**src/hw/rtl/irts_pkg.sv**
```systemverilog
// irts_pkg: shared types and constants for the token scanner
// character codes, scanner modes, result event and token kind codes, result beat layout
// no dependencies
package irts_pkg;

    // character codes
    localparam logic [7:0] CH_NUL    = 8'h00;
    localparam logic [7:0] CH_NL     = 8'h0A;
    localparam logic [7:0] CH_SPACE  = 8'h20;
    localparam logic [7:0] CH_QUOTE  = 8'h22;
    localparam logic [7:0] CH_DOLLAR = 8'h24;
    localparam logic [7:0] CH_PCT    = 8'h25;
    localparam logic [7:0] CH_DASH   = 8'h2D;
    localparam logic [7:0] CH_UNDER  = 8'h5F;

    // result queue geometry
    localparam int QDEPTH = 4;
    localparam int QAW    = $clog2(QDEPTH);
    localparam int QCW    = $clog2(QDEPTH + 1);
    // most results one byte can cause
    localparam int MAX_RES = 2;

    typedef enum logic [7:0] {
        MODE_IDLE      = 8'b0000_0001,
        MODE_IDENT     = 8'b0000_0010,
        MODE_NUM       = 8'b0000_0100,
        MODE_STR       = 8'b0000_1000,
        MODE_REG       = 8'b0001_0000,
        MODE_IDX_FIRST = 8'b0010_0000,
        MODE_IDX       = 8'b0100_0000,
        MODE_DONE      = 8'b1000_0000
    } t_mode;

    typedef enum logic [1:0] {
        EV_CHAR  = 2'd0,
        EV_CLOSE = 2'd1,
        EV_END   = 2'd2,
        EV_ERROR = 2'd3
    } t_event;

    typedef enum logic [2:0] {
        KIND_REG   = 3'd0,
        KIND_IDENT = 3'd1,
        KIND_NUM   = 3'd2,
        KIND_STR   = 3'd3,
        KIND_IDX   = 3'd4
    } t_kind;

    typedef struct packed {
        t_kind      kind;
        t_event     ev;
        logic [7:0] chr;
        logic       last;
    } t_result;

    // results produced by one accepted byte
    typedef struct packed {
        logic [1:0] cnt;
        t_result    res0;
        t_result    res1;
    } t_scan_out;

endpackage

```
**src/hw/rtl/irts_scan.sv**
```systemverilog
// irts_scan: scanner mode register and per-byte decode
// turns one text byte into zero, one or two result beats
// depends on irts_pkg
module irts_scan (
    input  logic                i_clk,
    input  logic                i_rst_n,
    input  logic                i_accept,
    input  logic [7:0]          i_char,
    output irts_pkg::t_scan_out o_scan
);
    import irts_pkg::*;

    typedef struct packed {
        logic    has;
        t_result res;
        t_mode   mode;
    } t_fresh;

    t_mode     r_mode;
    t_mode     n_mode;
    t_scan_out w_scan;
    t_fresh    w_fresh;

    function automatic logic is_letter(input logic [7:0] c);
        return (c >= 8'h41 && c <= 8'h5A) || (c >= 8'h61 && c <= 8'h7A) || c == CH_UNDER;
    endfunction

    function automatic logic is_digit(input logic [7:0] c);
        return c >= 8'h30 && c <= 8'h39;
    endfunction

    function automatic t_result mk_res(input t_event ev, input t_kind kind,
                                       input logic [7:0] c);
        t_result r;
        r.ev   = ev;
        r.kind = kind;
        r.chr  = (ev == EV_CHAR) ? c : CH_NUL;
        r.last = 1'b0;
        return r;
    endfunction

    // byte seen between tokens
    function automatic t_fresh scan_fresh(input logic [7:0] c);
        t_fresh f;
        f.has  = 1'b0;
        f.res  = mk_res(EV_END, KIND_REG, CH_NUL);
        f.mode = MODE_IDLE;
        if (is_letter(c)) begin
            f.has  = 1'b1;
            f.res  = mk_res(EV_CHAR, KIND_IDENT, c);
            f.mode = MODE_IDENT;
        end else if (is_digit(c) || c == CH_DASH) begin
            f.has  = 1'b1;
            f.res  = mk_res(EV_CHAR, KIND_NUM, c);
            f.mode = MODE_NUM;
        end else if (c == CH_QUOTE) begin
            f.mode = MODE_STR;
        end else if (c == CH_PCT) begin
            f.mode = MODE_REG;
        end else if (c == CH_DOLLAR) begin
            f.mode = MODE_IDX_FIRST;
        end else if (c == CH_SPACE || c == CH_NL) begin
            f.mode = MODE_IDLE;
        end else begin
            f.has  = 1'b1;
            f.mode = MODE_DONE;
        end
        return f;
    endfunction

    always_comb begin
        w_fresh = scan_fresh(i_char);
        w_scan  = '0;
        n_mode  = r_mode;
        unique case (r_mode)
            MODE_IDLE: begin
                w_scan.cnt  = {1'b0, w_fresh.has};
                w_scan.res0 = w_fresh.res;
                n_mode      = w_fresh.mode;
            end
            MODE_IDENT: begin
                if (is_letter(i_char) || is_digit(i_char) || i_char == CH_DASH) begin
                    w_scan.cnt  = 2'd1;
                    w_scan.res0 = mk_res(EV_CHAR, KIND_IDENT, i_char);
                end else begin
                    w_scan.cnt  = w_fresh.has ? 2'd2 : 2'd1;
                    w_scan.res0 = mk_res(EV_CLOSE, KIND_IDENT, CH_NUL);
                    w_scan.res1 = w_fresh.res;
                    n_mode      = w_fresh.mode;
                end
            end
            MODE_NUM: begin
                if (is_digit(i_char)) begin
                    w_scan.cnt  = 2'd1;
                    w_scan.res0 = mk_res(EV_CHAR, KIND_NUM, i_char);
                end else begin
                    w_scan.cnt  = w_fresh.has ? 2'd2 : 2'd1;
                    w_scan.res0 = mk_res(EV_CLOSE, KIND_NUM, CH_NUL);
                    w_scan.res1 = w_fresh.res;
                    n_mode      = w_fresh.mode;
                end
            end
            MODE_STR: begin
                if (i_char == CH_QUOTE) begin
                    w_scan.cnt  = 2'd1;
                    w_scan.res0 = mk_res(EV_CLOSE, KIND_STR, CH_NUL);
                    n_mode      = MODE_IDLE;
                end else if (i_char == CH_NUL) begin
                    // unterminated string closes, then end of text
                    w_scan.cnt  = 2'd2;
                    w_scan.res0 = mk_res(EV_CLOSE, KIND_STR, CH_NUL);
                    w_scan.res1 = mk_res(EV_END, KIND_REG, CH_NUL);
                    n_mode      = MODE_DONE;
                end else begin
                    w_scan.cnt  = 2'd1;
                    w_scan.res0 = mk_res(EV_CHAR, KIND_STR, i_char);
                end
            end
            MODE_REG: begin
                if (is_letter(i_char)) begin
                    w_scan.cnt  = 2'd1;
                    w_scan.res0 = mk_res(EV_CHAR, KIND_REG, i_char);
                end else begin
                    w_scan.cnt  = w_fresh.has ? 2'd2 : 2'd1;
                    w_scan.res0 = mk_res(EV_CLOSE, KIND_REG, CH_NUL);
                    w_scan.res1 = w_fresh.res;
                    n_mode      = w_fresh.mode;
                end
            end
            MODE_IDX_FIRST, MODE_IDX: begin
                if (r_mode == MODE_IDX_FIRST && i_char == CH_DASH) begin
                    // negative index
                    w_scan.cnt  = 2'd1;
                    w_scan.res0 = mk_res(EV_ERROR, KIND_IDX, CH_NUL);
                    n_mode      = MODE_DONE;
                end else if (is_letter(i_char) || is_digit(i_char)) begin
                    w_scan.cnt  = 2'd1;
                    w_scan.res0 = mk_res(EV_CHAR, KIND_IDX, i_char);
                    n_mode      = MODE_IDX;
                end else begin
                    w_scan.cnt  = w_fresh.has ? 2'd2 : 2'd1;
                    w_scan.res0 = mk_res(EV_CLOSE, KIND_IDX, CH_NUL);
                    w_scan.res1 = w_fresh.res;
                    n_mode      = w_fresh.mode;
                end
            end
            MODE_DONE: begin
                w_scan.cnt = 2'd0;
            end
            default: begin
                w_scan.cnt = 2'd0;
                n_mode     = MODE_DONE;
            end
        endcase
        // mark the final beat of this byte
        w_scan.res0.last = (w_scan.cnt == 2'd1);
        w_scan.res1.last = 1'b1;
    end

    assign o_scan = w_scan;

    always_ff @(posedge i_clk) begin
        if (!i_rst_n) begin
            r_mode <= MODE_IDLE;
        end else if (i_accept) begin
            r_mode <= n_mode;
        end
    end

endmodule

```
**src/hw/rtl/irts_outq.sv**
```systemverilog
// irts_outq: small result queue between scanner and output stream
// takes up to two beats per cycle, gives one while the reader is ready; raises space flag for a two-beat push
// depends on irts_pkg
module irts_outq (
    input  logic              i_clk,
    input  logic              i_rst_n,
    input  logic [1:0]        i_push_cnt,
    input  irts_pkg::t_result i_push0,
    input  irts_pkg::t_result i_push1,
    output logic              o_valid,
    output irts_pkg::t_result o_data,
    input  logic              i_ready,
    output logic              o_space
);
    import irts_pkg::*;

    t_result           r_mem [QDEPTH];
    logic [QAW-1:0]    r_wr;
    logic [QAW-1:0]    r_rd;
    logic [QCW-1:0]    r_cnt;
    logic [QCW-1:0]    n_cnt;
    logic              r_space;
    logic              w_pop;
    logic [QAW-1:0]    w_wr1;

    assign w_pop   = (r_cnt != '0) && i_ready;
    assign w_wr1   = r_wr + QAW'(1);
    assign n_cnt   = r_cnt + QCW'(i_push_cnt) - QCW'(w_pop);
    assign o_valid = (r_cnt != '0);
    assign o_data  = r_mem[r_rd];
    assign o_space = r_space;

    always_ff @(posedge i_clk) begin
        if (i_push_cnt != 2'd0) begin
            r_mem[r_wr] <= i_push0;
        end
        if (i_push_cnt == 2'd2) begin
            r_mem[w_wr1] <= i_push1;
        end
    end

    always_ff @(posedge i_clk) begin
        if (!i_rst_n) begin
            r_wr    <= '0;
            r_rd    <= '0;
            r_cnt   <= '0;
            r_space <= 1'b0;
        end else begin
            r_wr    <= r_wr + QAW'(i_push_cnt);
            r_rd    <= r_rd + QAW'(w_pop);
            r_cnt   <= n_cnt;
            r_space <= (n_cnt <= QCW'(QDEPTH - MAX_RES));
        end
    end

endmodule

```
**src/hw/rtl/ir_token_scanner_top.sv**
```systemverilog
// ir_token_scanner_top: streaming lexer for a small assembly-like text format
// instantiates irts_scan (mode register and decode) and irts_outq (result queue)
// depends on irts_pkg
//
// slave channel: one text byte per beat on i_s_axis_tdata; a zero byte ends the text
// master channel: one result per beat; tdata carries the token character (zero for
//   other events), tuser carries event and token kind, tlast marks the final
//   result caused by one input byte
// each byte gives zero, one or two results; opening marks and blanks give none but
//   a close; after end of text or a negative index error all further bytes are swallowed
// queue entry: a byte's results enter the queue on its accept edge, and when the queue
//   was empty the first one is offered on the master side straight from its registers
// throughput: one byte per cycle while the receiver keeps up and the queue has room;
//   each two-result byte leaves one extra entry queued, and tready is low while three
//   or more results are waiting
// reset: synchronous active-low reset returns the scanner to idle between tokens
//   and empties the four-entry queue; tready is low during reset and stays low until
//   the space flag is first registered after it
// stalls: results wait in the queue and tready drops once fewer than two entries are free
module ir_token_scanner_top (
    input  logic       i_clk,
    input  logic       i_rst_n,
    input  logic       i_s_axis_tvalid,
    output logic       o_s_axis_tready,
    input  logic [7:0] i_s_axis_tdata,   // [7:0] char_in
    output logic       o_m_axis_tvalid,
    input  logic       i_m_axis_tready,
    output logic [7:0] o_m_axis_tdata,   // [7:0] char_out
    output logic [4:0] o_m_axis_tuser,   // [1:0] event_res, [4:2] token_kind
    output logic       o_m_axis_tlast    // last
);
    import irts_pkg::*;

    logic      w_accept;
    logic      w_space;
    t_scan_out w_scan;
    t_result   w_out;
    logic [1:0] w_push_cnt;

    // byte taken when queue has room for two results
    assign o_s_axis_tready = w_space;
    assign w_accept        = i_s_axis_tvalid && w_space;
    assign w_push_cnt      = w_accept ? w_scan.cnt : 2'd0;

    irts_scan u_scan (
        .i_clk    (i_clk),
        .i_rst_n  (i_rst_n),
        .i_accept (w_accept),
        .i_char   (i_s_axis_tdata),
        .o_scan   (w_scan)
    );

    irts_outq u_outq (
        .i_clk      (i_clk),
        .i_rst_n    (i_rst_n),
        .i_push_cnt (w_push_cnt),
        .i_push0    (w_scan.res0),
        .i_push1    (w_scan.res1),
        .o_valid    (o_m_axis_tvalid),
        .o_data     (w_out),
        .i_ready    (i_m_axis_tready),
        .o_space    (w_space)
    );

    // result beat onto the master side
    assign o_m_axis_tdata = w_out.chr;
    assign o_m_axis_tuser = {w_out.kind, w_out.ev};
    assign o_m_axis_tlast = w_out.last;

endmodule

```
**config.mk**
```make
export PLATFORM = sky130hd
export DESIGN_NAME = ir_token_scanner_top
export DESIGN_NICKNAME = d
export VERILOG_FILES = /design/src/hw/rtl/irts_pkg.sv /design/src/hw/rtl/irts_scan.sv /design/src/hw/rtl/irts_outq.sv /design/src/hw/rtl/ir_token_scanner_top.sv
export SDC_FILE = /design/constraint.sdc
export NUM_CORES = 1
export LEC_CHECK = 0
export ABC_AREA = 1
export BUFFER_PORTS_ARGS = -buffer_cell sky130_fd_sc_hd__buf_2
export CAP_MARGIN = 40
export CORE_MARGIN = 3
export CORE_UTILIZATION = 40
export DETAILED_ROUTE_END_ITERATION = 6
export HOLD_SLACK_MARGIN = 0.03
export PLACE_DENSITY = 0.63
export SYNTH_ARGS = -nofsm -noshare
export SYNTH_HDL_FRONTEND = slang
export SYNTH_SLANG_ARGS = --single-unit
```
**constraint.sdc**
```tcl
create_clock -name i_clk -period 4.1 [get_ports i_clk]
set_input_delay 0.82 -clock i_clk [delete_from_list [all_inputs] [get_ports i_clk]]
set_output_delay 0.82 -clock i_clk [all_outputs]
set_load 0.01 [all_outputs]
```
==> impl_metrics.json <==
{
  "crit_type": "flop to primary output",
  "track_usage": 0.206,
  "synthAdderAreaFrac": 0.0194,
  "hold_depth": 2,
  "die_h_um": 109,
  "root_buffer": "clkbuf_8",
  "cts_tree": "built",
  "drtIter0Drc": 255,
  "layout_min_cycle_time_ns": 3.19,
  "finalHoldViolCount": 0,
  "post_cts_resized": 0,
  "p_comb_frac": 0.328,
  "htreeDepth": 3,
  "pwr-share-clk": 0.304,
  "hold_class": "flop to flop",
  "p_switching_mw": 0.831,
  "cpPeakStageDelay_ns": 0.68,
  "synthXorXnorAreaFrac": 0.00823,
  "synth_top_cell_by_area": "edfxtp_1",
  "drc": 0,
  "slew_headroom": 0.486,
  "hpwl_mm": 8.16,
  "vias": 3906,
  "layout_setup_ws_ns": 0.912,
  "cp.required_ns": 3.28,
  "crit_chain": "buf_4 -> clkinv_1 -> o21ai_0 -> o22ai_1 -> buf_2",
  "maxCapViolCount": 0,
  "power_mw": 2.31,
  "dp_cells": 681,
  "regArea_um2": 1880,
  "drive_gt1_frac": 0.159,
  "antenna_found_initial": 0,
  "final_cells": 697,
  "grt_pass1_wl_mm": 19.1,
  "cts_hold_buf": 0,
  "core_um2": 10300,
  "critPathArrivalTime_ns": 2.37,
  "swShare": 0.360,
  "status": "finished, final reports clean",
  "start_kind": "flop",
  "syn_area_um2": 4260,
  "firstDrtPassIters": 5,
  "worstRegToRegCells": 17,
  "overflow": 0,
  "finalWirelength_mm": 11.6,
  "ys_seq_elements": 72,
  "gp_congestion": 0.947,
  "slowest_stage": "clkinv_1",
  "fill_cells": 996,
  "cts.sinks": 72,
  "synth.area.mux_share": 0,
  "cts_made_buffers": 9,
  "synth_compound_area_frac": 0.171,
  "start_util": 0.412,
  "port_buffers": 27,
  "rows": 37,
  "yosysTopAreaCellShare": 0.310,
  "synth_cells": 532,
  "peakVddDrop_uv": 201,
  "synth.area.top_cells": "edfxtp_1 31%, dfxtp_1 13%, nand2_1 7.7%, o22ai_1 7.6%, nor2_1 6.0%",
  "cp-end-kind": "primary output",
  "final_cell_mix": "87 x nand2_1, 68 x nor2_1, 53 x inv_1",
  "power.static_leakage_nw": 2.02,
  "syn_area_per_cell_um2": 8.00,
  "dieArea_um2": 11900,
  "cts_setup_buffers": 0,
  "final_common_cell": "nand2_1",
  "cp_max_fo": 30,
  "areaGrowthSynthToFinish_pct": 10.8,
  "place_ws_ns": 0.580,
  "final_max_slew_viol_count": 0,
  "clock_latency_ns": 0.35,
  "powerDensity_nw_per_um2": 489,
  "max_freq_ghz": 0.314,
  "rsz0062_at_grt": "no",
  "synth_edf_count": 44,
  "final_core_util": 0.457,
  "grt_max_degree": 31,
  "yosys.area_share.simple": 0.279,
  "io_pins": 28,
  "clk_path_buf_depth": 2,
  "drt-wirelength-per-cell_um": 16.6,
  "finalCritPeriodShare": 0.777,
  "synthFlopType": "edfxtp_1",
  "post_synth_num_cell_types": 41,
  "clk_pin_slew_worst_paths_ns": 0.08,
  "multi_input_area_um2": 2030,
  "setup_violations": 0,
  "p_int_mw": 1.48,
  "chipWidth_um": 109,
  "yosys_warnings": 0,
  "setup_tns_ns": 0,
  "synth_top_family_by_area": "simple AND/OR/NAND/NOR gates",
  "skew_ns": 0.0100,
  "synth_fp_nets": 550,
  "async_flop_share": 0,
  "grt_pass1_vias": 3847,
  "worstMarginPinSlew_ns": 0.764,
  "nNetsFinal": 574,
  "diodes": 0,
  "power_frac_seq": 0.369,
  "viasPerCell": 5.60,
  "antenna_left": 0,
  "synth-seq-area-share": 0.442
}
==> cells by family after synthesis <==
family,after synthesis
buffers and inverters,80
adder cells (fa/ha/maj),6
AO/OA/AOI/OAI,126
XOR/XNOR,4
flip-flops,72
AND/OR/NAND/NOR,244
==> metal layers <==
layer  track usage  vias up  share of wire
met3        0.0284       25          0.073
met5             0        -              0
met1         0.265     1841           0.43
met2         0.348      157           0.48
met4        0.0884        0          0.022
li1              -     1883              -
==> state kept, by name, indices dropped and copies added (netlist names) <==
signal / count
u_scan.r_mode: 8
u_outq.r_cnt: 3
u_outq.r_mem: 56
u_outq.o_space: 1
u_outq.r_rd: 2
u_outq.r_wr: 2
==> cell type report <==
cell class,count,area share
Sequential cell,72,0.399
Inverter,64,0.0509
Multi-Input combinational cell,380,0.431
Timing Repair Buffer,29,0.0318
Tap cell,136,0.0361
Clock inverter,6,0.0247
Clock buffer,10,0.0271
==> Yosys cell counts (2+ instances only) <==
master    count
nand4_2       2
o22ai_1      52
clkinv_1      3
nand2_2      14
dfxtp_1      28
nor2_2        5
xnor2_1       3
nand2_4       5
nand3_2       2
buf_6         3
o21ai_0      45
buf_4         5
nor3_1        3
nand2_1      87
a211oi_1      2
a21oi_1      20
nand3_1      44
clkbuf_1      7
ha_1          5
nand4_1       4
inv_1        53
nor2_1       68
nor2_4        4
edfxtp_1     44
inv_2         8
==> power by group through the flow <==
| stage | Sequential (mW) | Combinational, mW | Clock [mW] |
|---|---|---|---|
| floorplan | 0.857 | 0.540 | 0 |
| global placement | 0.865 | 0.754 | 0 |
| detailed placement | 0.866 | 0.761 | 0 |
| CTS | 0.850 | 0.764 | 0.707 |
| global route | 0.855 | 0.864 | 0.733 |
| finish | 0.851 | 0.756 | 0.701 |
==> critical path: cells and delay by family, from the launching register on <==
family	cells	cell delay, ns
AOI/OAI and AO/OA	2	0.56
DFF	1	0.31
buffers and inverters	3	1.13
==> worst paths after layout <==
| path | startpoint | endpoint | slack (ns) |
|---|---|---|---|
| worst max-delay path | u_outq.r_rd[0]$_SDFF_PN0_ | o_m_axis_tdata[3] | 0.91 |
| worst min register to register | u_outq.r_mem[1][0]$_SDFFE_PP1N_ | u_outq.r_mem[1][0]$_SDFFE_PP1N_ | 0.47 |
| worst max register to register | u_scan.r_mode[7]$_SDFFE_PN0P_ | u_outq.o_space$_SDFF_PN0_ | 1.07 |
| worst min-delay path | u_outq.r_mem[1][0]$_SDFFE_PP1N_ | u_outq.r_mem[1][0]$_SDFFE_PP1N_ | 0.47 |
==> through the flow <==
stage	hold WS, ns	area, um^2
after floorplan	0.424	4260
after global placement	0.446	4470
after detailed placement	0.449	4470
after CTS	0.469	4720
after global routing	0.487	4720
final	0.467	4720
(Power assumes the default switching activity.)
